**src/hdl/touch_sample_set_filter_assert.svh**
```systemverilog
// ---------------------------------------------------------------------------
// Touch sample set filter assertion macros
// Property wrappers for the file that carries concurrent assertions.
// ---------------------------------------------------------------------------
`ifndef TOUCH_SAMPLE_SET_FILTER_ASSERT_SVH
`define TOUCH_SAMPLE_SET_FILTER_ASSERT_SVH

// Same-cycle implication, disabled while reset is high.
`define TSSF_ASSERT_SAME(lbl, clk, rst, ante, cons) \
   lbl: assert property (@(posedge clk) disable iff (rst) (ante) |-> (cons)) \
      else $error("tssf assertion failed");

// Next-cycle implication, disabled while reset is high.
`define TSSF_ASSERT_NEXT(lbl, clk, rst, ante, cons) \
   lbl: assert property (@(posedge clk) disable iff (rst) (ante) |=> (cons)) \
      else $error("tssf assertion failed");

// Next-cycle implication that is also checked across reset.
`define TSSF_ASSERT_NEXT_ALWAYS(lbl, clk, ante, cons) \
   lbl: assert property (@(posedge clk) (ante) |=> (cons)) \
      else $error("tssf assertion failed");

`endif

```
**src/hdl/tssf_pkg.sv**
```systemverilog
// ---------------------------------------------------------------------------
// Touch sample set filter package
// Result codes, register map constants and shared control types.
// ---------------------------------------------------------------------------
package tssf_pkg;

   localparam int LIMIT_BITS    = 10;
   localparam int CSR_DATA_BITS = 32;
   localparam int CSR_ADDR_BITS = 3;
   localparam int INDEX_BITS    = 2;

   localparam logic [LIMIT_BITS-1:0] LIMIT_RESET = 10'd10;

   // Word index of the error limit register (byte address bit 2).
   localparam logic REG_ERROR_LIMIT = 1'b0;

   // Count value at which the incoming sample closes the set.
   localparam logic [INDEX_BITS-1:0] SET_LAST = 2'd3;

   typedef enum logic [1:0] {
      KIND_STORED,
      KIND_RELEASED,
      KIND_ACCEPTED,
      KIND_REJECTED
   } kind_type;

   typedef struct packed {
      logic                  store;
      logic [INDEX_BITS-1:0] index;
   } store_ctl_type;

   typedef struct packed {
      logic                  stage_valid;
      logic [INDEX_BITS-1:0] count;
   } core_status_type;

endpackage

```
**src/hdl/tssf_req_if.sv**
```systemverilog
// ---------------------------------------------------------------------------
// Touch sample request channel
// Valid/ready channel carrying one ADC conversion per transfer.
// ---------------------------------------------------------------------------
interface tssf_req_if #(
   parameter int SAMPLE_BITS = 10
) ();
   logic                   valid;
   logic                   ready;
   logic [SAMPLE_BITS-1:0] x_sample;
   logic [SAMPLE_BITS-1:0] y_sample;
   logic                   pen_up;

   modport source (output valid, x_sample, y_sample, pen_up, input ready);
   modport sink   (input valid, x_sample, y_sample, pen_up, output ready);
endinterface

```
**src/hdl/tssf_rsp_if.sv**
```systemverilog
// ---------------------------------------------------------------------------
// Touch sample response channel
// Valid/ready channel carrying one filter result per transfer.
// ---------------------------------------------------------------------------
interface tssf_rsp_if #(
   parameter int SAMPLE_BITS = 10
) ();
   logic                   valid;
   logic                   ready;
   tssf_pkg::kind_type     result_kind;
   logic [SAMPLE_BITS-1:0] x_position;
   logic [SAMPLE_BITS-1:0] y_position;

   modport source (output valid, result_kind, x_position, y_position, input ready);
   modport sink   (input valid, result_kind, x_position, y_position, output ready);
endinterface

```
**src/hdl/touch_sample_set_filter.sv**
```systemverilog
// ---------------------------------------------------------------------------
// Touch sample set filter
// Four-sample touchscreen averaging filter with outlier rejection.
// ---------------------------------------------------------------------------
// The filter takes one conversion per clock while its results are accepted and
// gives exactly one result per conversion, held in the result register after
// the conversion leaves the input register. Throughput of one item per cycle is
// set by the single pass through the neighbor-mean adders and limit compares of
// each axis. With a result waiting, one further conversion is still taken
// into the input register. No clearing pass runs after reset; the first set
// starts empty. Program the error limit only while no transfers are pending.
`include "touch_sample_set_filter_assert.svh"

module touch_sample_set_filter #(
   parameter int SAMPLE_BITS = 10
) (
   input  logic                                clock,
   input  logic                                reset,
   tssf_req_if.sink                            req_bus,
   tssf_rsp_if.source                          rsp_bus,
   input  logic                                csr_psel,
   input  logic                                csr_penable,
   input  logic                                csr_pwrite,
   input  logic [tssf_pkg::CSR_ADDR_BITS-1:0]  csr_paddr,
   input  logic [tssf_pkg::CSR_DATA_BITS-1:0]  csr_pwdata,
   output logic [tssf_pkg::CSR_DATA_BITS-1:0]  csr_prdata,
   output logic                                csr_pready
);
   import tssf_pkg::*;

   logic [LIMIT_BITS-1:0] error_limit;
   core_status_type       status;
   logic                  limit_write;
   logic [LIMIT_BITS-1:0] limit_wdata;
   logic                  rsp_not_accepted;
   logic                  rsp_zero_position;
   logic                  core_full;
   logic                  core_empty;

   tssf_csr u_csr (
      .clock       (clock),
      .reset       (reset),
      .csr_psel    (csr_psel),
      .csr_penable (csr_penable),
      .csr_pwrite  (csr_pwrite),
      .csr_paddr   (csr_paddr),
      .csr_pwdata  (csr_pwdata),
      .csr_prdata  (csr_prdata),
      .csr_pready  (csr_pready),
      .error_limit (error_limit)
   );

   tssf_core #(.SAMPLE_BITS(SAMPLE_BITS)) u_core (
      .clock       (clock),
      .reset       (reset),
      .error_limit (error_limit),
      .req_bus     (req_bus),
      .rsp_bus     (rsp_bus),
      .status      (status)
   );

   assign limit_write = csr_psel && csr_penable && csr_pwrite && csr_pready
                        && (csr_paddr[2] == REG_ERROR_LIMIT);
   assign limit_wdata = csr_pwdata[LIMIT_BITS-1:0];

   assign rsp_not_accepted  = rsp_bus.valid && (rsp_bus.result_kind != KIND_ACCEPTED);
   assign rsp_zero_position = (rsp_bus.x_position == '0) && (rsp_bus.y_position == '0);
   assign core_full         = status.stage_valid && rsp_bus.valid;
   assign core_empty        = !rsp_bus.valid && !status.stage_valid && (status.count == '0);

   `TSSF_ASSERT_SAME(a_zero_position, clock, reset, rsp_not_accepted, rsp_zero_position)
   `TSSF_ASSERT_SAME(a_stall_only_full, clock, reset, !req_bus.ready, core_full)
   `TSSF_ASSERT_NEXT(a_limit_write, clock, reset, limit_write, error_limit == $past(limit_wdata))
   `TSSF_ASSERT_NEXT_ALWAYS(a_reset_empty, clock, reset, core_empty)

endmodule

```
**src/hdl/tssf_csr.sv**
```systemverilog
// ---------------------------------------------------------------------------
// Touch sample set filter register block
// APB-style access to the error limit register.
// ---------------------------------------------------------------------------
module tssf_csr (
   input  logic                                  clock,
   input  logic                                  reset,
   input  logic                                  csr_psel,
   input  logic                                  csr_penable,
   input  logic                                  csr_pwrite,
   input  logic [tssf_pkg::CSR_ADDR_BITS-1:0]    csr_paddr,
   input  logic [tssf_pkg::CSR_DATA_BITS-1:0]    csr_pwdata,
   output logic [tssf_pkg::CSR_DATA_BITS-1:0]    csr_prdata,
   output logic                                  csr_pready,
   output logic [tssf_pkg::LIMIT_BITS-1:0]       error_limit
);
   import tssf_pkg::*;

   logic [LIMIT_BITS-1:0] limit_ff;
   logic [LIMIT_BITS-1:0] limit_in;
   logic                  write_hit;

   assign csr_pready = 1'b1;
   assign write_hit  = csr_psel && csr_penable && csr_pwrite && csr_pready
                       && (csr_paddr[2] == REG_ERROR_LIMIT);

   assign limit_in = write_hit ? csr_pwdata[LIMIT_BITS-1:0] : limit_ff;

   always_ff @(posedge clock) begin
      if (reset) begin
         limit_ff <= LIMIT_RESET;
      end else begin
         limit_ff <= limit_in;
      end
   end

   always_comb begin
      csr_prdata = '0;
      if (csr_paddr[2] == REG_ERROR_LIMIT) begin
         csr_prdata = CSR_DATA_BITS'(limit_ff);
      end
   end

   assign error_limit = limit_ff;

endmodule

```
**src/hdl/tssf_axis.sv**
```systemverilog
// ---------------------------------------------------------------------------
// Touch sample set filter axis unit
// History of one axis, neighbor-mean checks and four-sample average.
// ---------------------------------------------------------------------------
module tssf_axis #(
   parameter int SAMPLE_BITS = 10
) (
   input  logic                             clock,
   input  tssf_pkg::store_ctl_type          ctl,
   input  logic [SAMPLE_BITS-1:0]           sample,
   input  logic [tssf_pkg::LIMIT_BITS-1:0]  error_limit,
   output logic                             axis_ok,
   output logic [SAMPLE_BITS-1:0]           average
);
   import tssf_pkg::*;

   localparam int CMP_BITS = (SAMPLE_BITS > LIMIT_BITS) ? SAMPLE_BITS : LIMIT_BITS;

   logic [SAMPLE_BITS-1:0] hist_ff [0:2];
   logic [SAMPLE_BITS+1:0] sum_all;

   function automatic logic near_mean(
      input logic [SAMPLE_BITS-1:0] a,
      input logic [SAMPLE_BITS-1:0] b,
      input logic [SAMPLE_BITS-1:0] c,
      input logic [LIMIT_BITS-1:0]  lim
   );
      logic [SAMPLE_BITS:0]   pair;
      logic [SAMPLE_BITS-1:0] mean;
      logic [SAMPLE_BITS-1:0] diff;
      pair = {1'b0, a} + {1'b0, b};
      mean = pair[SAMPLE_BITS:1];
      diff = (c > mean) ? (c - mean) : (mean - c);
      return CMP_BITS'(diff) <= CMP_BITS'(lim);
   endfunction

   always_ff @(posedge clock) begin
      if (ctl.store) begin
         hist_ff[ctl.index] <= sample;
      end
   end

   assign axis_ok = near_mean(hist_ff[0], hist_ff[1], hist_ff[2], error_limit)
                    && near_mean(hist_ff[1], hist_ff[2], sample, error_limit);

   assign sum_all = (SAMPLE_BITS+2)'(hist_ff[0]) + (SAMPLE_BITS+2)'(hist_ff[1])
                    + (SAMPLE_BITS+2)'(hist_ff[2]) + (SAMPLE_BITS+2)'(sample);
   assign average = sum_all[SAMPLE_BITS+1:2];

endmodule

```
**src/hdl/tssf_core.sv**
```systemverilog
// ---------------------------------------------------------------------------
// Touch sample set filter core
// Input register, sample count, result selection and result register.
// ---------------------------------------------------------------------------
module tssf_core #(
   parameter int SAMPLE_BITS = 10
) (
   input  logic                             clock,
   input  logic                             reset,
   input  logic [tssf_pkg::LIMIT_BITS-1:0]  error_limit,
   tssf_req_if.sink                         req_bus,
   tssf_rsp_if.source                       rsp_bus,
   output tssf_pkg::core_status_type        status
);
   import tssf_pkg::*;

   logic                   stage_valid_ff, stage_valid_in;
   logic [SAMPLE_BITS-1:0] stage_x_ff, stage_y_ff;
   logic                   stage_up_ff;
   logic [INDEX_BITS-1:0]  count_ff, count_in;
   logic                   out_valid_ff, out_valid_in;
   kind_type               out_kind_ff, kind_in;
   logic [SAMPLE_BITS-1:0] out_x_ff, out_y_ff, x_in, y_in;

   logic                   advance;
   logic                   take;
   store_ctl_type          ctl;
   logic                   x_ok, y_ok;
   logic [SAMPLE_BITS-1:0] x_avg, y_avg;

   assign advance       = stage_valid_ff && (!out_valid_ff || rsp_bus.ready);
   assign req_bus.ready = !stage_valid_ff || advance;
   assign take          = req_bus.valid && req_bus.ready;

   assign ctl.store = advance && !stage_up_ff && (count_ff != SET_LAST);
   assign ctl.index = count_ff;

   tssf_axis #(.SAMPLE_BITS(SAMPLE_BITS)) u_axis_x (
      .clock       (clock),
      .ctl         (ctl),
      .sample      (stage_x_ff),
      .error_limit (error_limit),
      .axis_ok     (x_ok),
      .average     (x_avg)
   );

   tssf_axis #(.SAMPLE_BITS(SAMPLE_BITS)) u_axis_y (
      .clock       (clock),
      .ctl         (ctl),
      .sample      (stage_y_ff),
      .error_limit (error_limit),
      .axis_ok     (y_ok),
      .average     (y_avg)
   );

   always_comb begin
      kind_in  = KIND_STORED;
      x_in     = '0;
      y_in     = '0;
      count_in = count_ff;
      if (advance) begin
         priority if (stage_up_ff) begin
            kind_in  = KIND_RELEASED;
            count_in = '0;
         end else if (count_ff != SET_LAST) begin
            kind_in  = KIND_STORED;
            count_in = count_ff + 1'b1;
         end else if (x_ok && y_ok) begin
            kind_in  = KIND_ACCEPTED;
            x_in     = x_avg;
            y_in     = y_avg;
            count_in = '0;
         end else begin
            kind_in  = KIND_REJECTED;
            count_in = '0;
         end
      end
   end

   assign stage_valid_in = take || (stage_valid_ff && !advance);
   assign out_valid_in   = advance || (out_valid_ff && !rsp_bus.ready);

   always_ff @(posedge clock) begin
      if (reset) begin
         stage_valid_ff <= 1'b0;
         out_valid_ff   <= 1'b0;
         count_ff       <= '0;
      end else begin
         stage_valid_ff <= stage_valid_in;
         out_valid_ff   <= out_valid_in;
         count_ff       <= count_in;
      end
   end

   always_ff @(posedge clock) begin
      if (take) begin
         stage_x_ff  <= req_bus.x_sample;
         stage_y_ff  <= req_bus.y_sample;
         stage_up_ff <= req_bus.pen_up;
      end
      if (advance) begin
         out_kind_ff <= kind_in;
         out_x_ff    <= x_in;
         out_y_ff    <= y_in;
      end
   end

   assign rsp_bus.valid       = out_valid_ff;
   assign rsp_bus.result_kind = out_kind_ff;
   assign rsp_bus.x_position  = out_x_ff;
   assign rsp_bus.y_position  = out_y_ff;

   assign status.stage_valid = stage_valid_ff;
   assign status.count       = count_ff;

endmodule

```
**src/flat_wrapper.sv**
```systemverilog
// flat-port wrapper written by rule: the top's interface ports become plain ports
module touch_sample_set_filter_flat import tssf_pkg::*;
#(
   parameter int SAMPLE_BITS = 10
)
  (clock, reset, csr_psel, csr_penable, csr_pwrite, csr_paddr, csr_pwdata, csr_prdata, csr_pready, req_bus_valid, req_bus_x_sample, req_bus_y_sample, req_bus_pen_up, req_bus_ready, rsp_bus_valid, rsp_bus_result_kind, rsp_bus_x_position, rsp_bus_y_position, rsp_bus_ready);
  tssf_req_if #(.SAMPLE_BITS(SAMPLE_BITS)) req_bus_i ();
  tssf_rsp_if #(.SAMPLE_BITS(SAMPLE_BITS)) rsp_bus_i ();
  input  logic clock;
  input  logic reset;
  input  logic csr_psel;
  input  logic csr_penable;
  input  logic csr_pwrite;
  input  logic [tssf_pkg::CSR_ADDR_BITS-1:0] csr_paddr;
  input  logic [tssf_pkg::CSR_DATA_BITS-1:0] csr_pwdata;
  output logic [tssf_pkg::CSR_DATA_BITS-1:0] csr_prdata;
  output logic csr_pready;
  input wire logic [$bits(req_bus_i.valid)-1:0] req_bus_valid;
  input wire logic [$bits(req_bus_i.x_sample)-1:0] req_bus_x_sample;
  input wire logic [$bits(req_bus_i.y_sample)-1:0] req_bus_y_sample;
  input wire logic [$bits(req_bus_i.pen_up)-1:0] req_bus_pen_up;
  output wire logic [$bits(req_bus_i.ready)-1:0] req_bus_ready;
  output wire logic [$bits(rsp_bus_i.valid)-1:0] rsp_bus_valid;
  output wire logic [$bits(rsp_bus_i.result_kind)-1:0] rsp_bus_result_kind;
  output wire logic [$bits(rsp_bus_i.x_position)-1:0] rsp_bus_x_position;
  output wire logic [$bits(rsp_bus_i.y_position)-1:0] rsp_bus_y_position;
  input wire logic [$bits(rsp_bus_i.ready)-1:0] rsp_bus_ready;
  assign req_bus_i.valid = req_bus_valid;
  assign req_bus_i.x_sample = req_bus_x_sample;
  assign req_bus_i.y_sample = req_bus_y_sample;
  assign req_bus_i.pen_up = req_bus_pen_up;
  assign req_bus_ready = req_bus_i.ready;
  assign rsp_bus_valid = rsp_bus_i.valid;
  assign rsp_bus_result_kind = rsp_bus_i.result_kind;
  assign rsp_bus_x_position = rsp_bus_i.x_position;
  assign rsp_bus_y_position = rsp_bus_i.y_position;
  assign rsp_bus_i.ready = rsp_bus_ready;
  touch_sample_set_filter #(.SAMPLE_BITS(SAMPLE_BITS)) u_core (.clock(clock), .reset(reset), .req_bus(req_bus_i), .rsp_bus(rsp_bus_i), .csr_psel(csr_psel), .csr_penable(csr_penable), .csr_pwrite(csr_pwrite), .csr_paddr(csr_paddr), .csr_pwdata(csr_pwdata), .csr_prdata(csr_prdata), .csr_pready(csr_pready));
endmodule
```
**config.mk**
```make
export PLATFORM = sky130hd
export DESIGN_NAME = touch_sample_set_filter_flat
export DESIGN_NICKNAME = d
export VERILOG_FILES = /design/src/hdl/tssf_pkg.sv /design/src/hdl/tssf_req_if.sv /design/src/hdl/tssf_rsp_if.sv /design/src/hdl/touch_sample_set_filter.sv /design/src/hdl/tssf_csr.sv /design/src/hdl/tssf_axis.sv /design/src/hdl/tssf_core.sv /design/src/flat_wrapper.sv
export VERILOG_INCLUDE_DIRS = /design/src /design/src/hdl
export SDC_FILE = /design/constraint.sdc
export NUM_CORES = 1
export LEC_CHECK = 0
export ABC_AREA = 1
export BUFFER_PORTS_ARGS = -buffer_cell sky130_fd_sc_hd__buf_2
export CORE_ASPECT_RATIO = 1.1
export CORE_MARGIN = 4
export CORE_UTILIZATION = 56
export DETAILED_ROUTE_END_ITERATION = 6
export PLACE_DENSITY = 0.82
export SLEW_MARGIN = 20
export SYNTH_ARGS = -nofsm -noshare
export SYNTH_HDL_FRONTEND = slang
export SYNTH_SLANG_ARGS = --single-unit
```
**constraint.sdc**
```tcl
create_clock -name clock -period 3.91 [get_ports clock]
set_input_delay 0.391 -clock clock [delete_from_list [all_inputs] [get_ports clock]]
set_output_delay 0.391 -clock clock [all_outputs]
set_load 0.01 [all_outputs]
```
After elaboration in Yosys (flattened, before gate mapping)
Memories as Yosys holds them, arrays and structs flattened.
Cells that the tools add are included.
{ "word_totals": {"ramBits": 60, "n_memories": 2, "wordCells": 77, "reg_bits": 57} }
{ "classes": {"bitwise": 2, "n_lt_le_gt_ge": 8, "n_reduce_logical": 23, "eq_ne": 1, "n_addsub": 19, "mux": 11} }
{ "mem_list": {"columns": ["name", "words", "word_bits", "read_ports", "rd_ports_with_merged_regs", "write_ports", "line", "text"], "rows": [
  ["u_core.u_core.u_axis_x.hist_ff", 3, 10, 3, 0, 1, "tssf_axis.sv:19", "logic [SAMPLE_BITS-1:0] hist_ff [0:2];"],
  ["u_core.u_core.u_axis_y.hist_ff", 3, 10, 3, 0, 1, "tssf_axis.sv:19", null]
]} }
{ "op_table": {"columns": ["cell", "count"], "rows": [
  ["10-bit subtractor", 8],
  ["10-bit by 10-bit adder with 11-bit output", 6],
  ["10-bit 2-to-1 mux", 5],
  ["12-bit by 10-bit adder with 12-bit output", 4],
  ["10-bit > comparator", 4],
  ["10-bit less-or-equal comparator", 4],
  ["1-bit logical AND", 12],
  ["1-bit logical NOT", 5],
  ["1-bit logical OR", 4],
  ["1-bit 2-to-1 mux", 4],
  ["2-bit 2-to-1 mux", 2],
  ["3-bit OR reduction", 1],
  ["2-bit by 1-bit adder with 2-bit output, second input constant", 1],
  ["2-bit != test, second input constant", 1],
  ["1-bit NOT", 2],
  ["2-bit OR reduction", 1]
]} }

Logic depth before layout (Yosys ltp)
An unclocked memory read counts as a cell.
{ "logic_depth": {"depth_word": 9, "mapped_depth": 33, "depth_no_buf": 32} }

Hierarchy
A second synthesis with hierarchy kept.
{ "unflattened": {"hier_cells": 1777, "hier_area_um2": 13414.1} }
{ "modules_own_cells": {"columns": ["module", "cells_each", "area_per_inst_um2", "instances", "seq_area_each_um2"], "rows": [
  ["tssf_axis at u_core.u_core.u_axis_x", 791, 5584.1, 1, 900.9],
  ["tssf_axis at u_core.u_core.u_axis_y", 753, 5358.9, 1, 900.9],
  ["tssf_core", 122, 1762.9, 1, 1371.3],
  ["tssf_csr", 111, 708.2, 1, 200.2]
]} }

Least setup slack after synthesis
OpenSTA, ideal clock, no wires.
{ "synth_path": {"path_type": "register to register", "startpoint": "memory u_core.u_core.u_axis_x.hist_ff[1][0]", "endpoint": "register u_core.u_core.out_x_ff[6], in the netlist u_core.u_core.rsp_bus.x_position[6] (data pin)", "arrival_time_ps": 4200, "slack_ps": -428, "setup_ps": 138, "required_time_ps": 3772, "stages_incl_launch_ff": 32, "cell_sequence": "edfxtp_1 -> ha_1 -> fa_1 -> nand3_1 -> nand2_1 -> nand2_1 -> o211ai_1 -> xor2_1 -> inv_1 -> ha_1 -> buf_4 -> nand2_1 -> nor2_2 -> inv_2 -> o211ai_2 -> a21oi_2 -> nand2_4 -> nand2_4 -> nand2_1 -> nand2_1 -> ha_1 -> nand2_1 -> nor2_2 -> nand4_1 -> nor2_1 -> nand2_1 -> o21ai_1 -> nand2_1 -> nor2_1 -> nand2_1 -> buf_4 -> nor2_1"} }
{ "synth_lines": {"columns": ["item", "line", "text"], "rows": [
  ["from (decl)", "tssf_axis.sv:19", null],
  ["to (signal assigned)", "tssf_core.sv:103", "out_x_ff <= x_in;"],
  ["to (decl)", "tssf_core.sv:23", "logic [SAMPLE_BITS-1:0] out_x_ff, out_y_ff, x_in, y_in;"]
]} }

==> results.ini <==
[run_status]
status = complete, but fails checks
violations = negative setup slack

[final_layout]
n_antenna_cell = 0
synthToLayoutAreaGrowth_pct = 35.8
drive_above_1_share = 0.315
final_cells = 2211
nets = 2185

[sta]
min_period_ns = 4.84
report.final.slew_viol_count = 0
hold_viol = 0
rsz0062_at_grt = yes
tightest_slew_ns = 0.816
setup_ws_ns = -0.930
fin_skew_ns = 0.0156
finalSetupViolCount = 21
finalCritPeriodShare = 1.24
setup_tns_ns = -19.07
fmax_mhz = 207
relSlewSlack = 0.456

[placed_design]
hpwl_um = 26000
globalplace.congestion = 0.965
io_buffers = 72
dp.cells = 2149

[route]
vias = 12400
dr.first_iter.drc_count = 1219
dr.pass1.iters = 6
wire_per_inst_um = 18.4
via_per_inst = 5.59
drtAntennaViolNets = 0
drt-total-wl_um = 40600
drc_errors = 0

[run]
cap_violations = 0

[synth]
synthTopCellsByArea = edfxtp_1 (25%), ha_1 (19%), nand2_1 (9.0%)
synth_edf_count = 103
synth_area_mm2 = 0.0122
netlist_instances = 1531
synthDistinctLibCells = 49
synthFlopType = edfxtp_1
yosysTopAreaCellShare = 0.253
synth_top_area_cell = edfxtp_1
ys_ff_latch = 117
yosysSeqAreaShare = 0.276
ys_async_sr_fraction = 0
yosysWarnings = 0
synth_area_per_cell_um2 = 7.98

[floorplan]
core_area_mm2 = 0.0214
die_y_um = 163
ios = 120
rows = 56
initial_core_util = 0.572
die_w_um = 149
die-area_mm2 = 0.0242

[global_routing]
grt_pass1_vias = 12700
track_usage = 0.326
grt_pass1_wl_um = 62500
grt_max_degree = 25
grt-ovfl-total = 0
antenna_found_initial = 1

[cts]
clock_latency_ns = 0.44
path_clk_slew_ns = 0.06
numCtsBuffers = 17
cts_hold_buffers = 0
numClockSinks = 117
root_buffer = clkbuf_16
cts_tree = yes
cts_max_level = 4
clk_path_buf_depth = 2

[critical_path]
worstPathArrival_ns = 5.14
cp_common_cell = nand2_1
r2r_cells = 29
cp-start-kind = register
worstSetupEndpointType = register
slowest_stage = edfxtp_1
worstPathMaxFanout = 5
worst-setup-path-type = reg -> reg
cp_slowest_stage_delay_ns = 0.45
crit_required_ns = 4.21

[power_and_ir_drop]
p_int_mw = 3.16
clockPowerShare = 0.371
total_power_mw = 4.67
p_sw_frac = 0.324
pwr-share-seq = 0.306
p_sw_mw = 1.51
ir_drop_mv = 0.331
p_comb_frac = 0.322
power.density_mw_per_mm2 = 281
p_leak_nw = 8.49

[worst_hold_path]
min_path_cells = 1
hold_class = in -> reg

==> routing by layer <==
metal,GRT usage,up-vias,share of wire
li1,-,5683,-
met2,0.558,725,0.48
met5,0,-,0
met1,0.386,5742,0.38
met4,0.158,0,0.052
met3,0.0751,203,0.095
==> repair_timing <==
action                     4_1_cts  5_1_grt
cloned                           4        0
pin swaps                       53       24
buffers inserted                25        3
setup endpoints to repair       21       21
resized for setup              145       48
==> kinds of logic after synthesis <==
kind of cell,after synthesis,share of synthesized area
AOI/OAI and AO/OA,249,0.116
xor gates and xnor gates,98,0.0703
adders and majority gates,212,0.236
buffers and inverters,337,0.116
DFF,117,0.276
muxes,2,0.00164
other,2,0.000615
and+or+nand+nor,514,0.183
==> placed cells by master (no fill, tap or decap), types with 26 or more instances in the layout <==
cell,count
nand2_2,33
o21ai_0,40
nand3_1,48
ha_1,151
ha_4,28
buf_4,296
nand2_1,261
xor2_1,73
nor2_2,32
fa_1,26
a21oi_1,103
inv_1,285
buf_2,73
edfxtp_1,103
nor2_1,69
==> final timing paths <==
kind,end,slack (ns),startpoint
worst max-delay path,u_core.u_core.rsp_bus.y_position[1]$_SDFFCE_PP0P_,-0.93,u_core.u_core.u_axis_x.hist_ff[1][2]$_DFFE_PP_
worst min-delay path,u_core.u_core.stage_y_ff[3]$_DFFE_PP_,0.13,req_bus_y_sample[3]
worst max register to register,u_core.u_core.rsp_bus.y_position[1]$_SDFFCE_PP0P_,-0.93,u_core.u_core.u_axis_x.hist_ff[1][2]$_DFFE_PP_
worst min register to register,u_core.u_core.rsp_bus.valid$_SDFF_PP0_,0.47,u_core.u_core.stage_valid_ff$_SDFF_PP0_
==> through the flow <==
stage | setup WS [ns] | util | hold slack, ns | instance area [µm²]
after floorplan | -0.308 | - | 0.437 | 12400
after global routing | -1.07 | 0.776 | 0.123 | 16600
final | -0.930 | 0.776 | 0.126 | 16600
after global placement | -0.810 | 0.694 | 0.452 | 14800
after CTS | -0.523 | 0.766 | 0.124 | 16400
after detailed placement | -0.972 | 0.694 | 0.466 | 14800
==> sequential cells by signal, summed over array words and instances (netlist names), 2 cells and up <==
name                               flops
u_core.u_core.rsp_bus.x_position      10
u_core.u_core.rsp_bus.result_kind      2
u_core.u_core.count_ff                 2
u_core.u_core.u_axis_x.hist_ff        30
u_core.u_core.rsp_bus.y_position      10
u_core.u_csr.error_limit              10
u_core.u_core.stage_x_ff              10
u_core.u_core.u_axis_y.hist_ff        30
u_core.u_core.stage_y_ff              10
==> cell type report <==
| class | instances | area, µm² |
|---|---|---|
| Multi-Input combinational cell | 1100 | 8410 |
| Inverter | 294 | 1110 |
| Clock buffer | 19 | 433 |
| Sequential cell | 117 | 3370 |
| Tap cell | 290 | 363 |
| Timing Repair Buffer | 380 | 2720 |
| Fill cell | 1266 | 4790 |
| Clock inverter | 11 | 184 |
==> synthesized netlist by cell type, types with 4 or more instances <==
| library cell | count |
|---|---|
| a21o_1 | 10 |
| a21oi_1 | 125 |
| a21oi_2 | 5 |
| a31oi_1 | 9 |
| buf_4 | 33 |
| buf_6 | 4 |
| dfxtp_1 | 14 |
| edfxtp_1 | 103 |
| fa_1 | 30 |
| ha_1 | 182 |
| inv_1 | 290 |
| inv_2 | 4 |
| nand2_1 | 292 |
| nand2_2 | 10 |
| nand2_4 | 7 |
| nand3_1 | 52 |
| nand3b_1 | 7 |
| nand4_1 | 16 |
| nor2_1 | 99 |
| nor2_2 | 8 |
| nor3_1 | 12 |
| o211ai_1 | 10 |
| o21ai_0 | 52 |
| o21ai_1 | 9 |
| o21bai_1 | 13 |
| xnor2_1 | 20 |
| xor2_1 | 78 |
==> critical path: cells and delay by family (launching register included) <==
kind	cells	cell delay, ns
DFF	1	0.45
buffers and inverters	5	0.76
AOI/OAI and AO/OA	5	0.71
and+or+nand+nor	14	1.51
xor gates and xnor gates	2	0.35
adders and majority gates	3	0.93
==> power groups by stage <==
stage / clock network (mW) / logic, mW / registers (mW)
2_1_floorplan: 0 / 0.863 / 1.45
3_3_place_gp: 0 / 1.23 / 1.45
5_1_grt: 1.79 / 1.64 / 1.43
3_5_place_dp: 0 / 1.27 / 1.45
6_report: 1.73 / 1.50 / 1.43
4_1_cts: 1.70 / 1.40 / 1.42
Note: power is estimated with default switching activity, not from simulation.
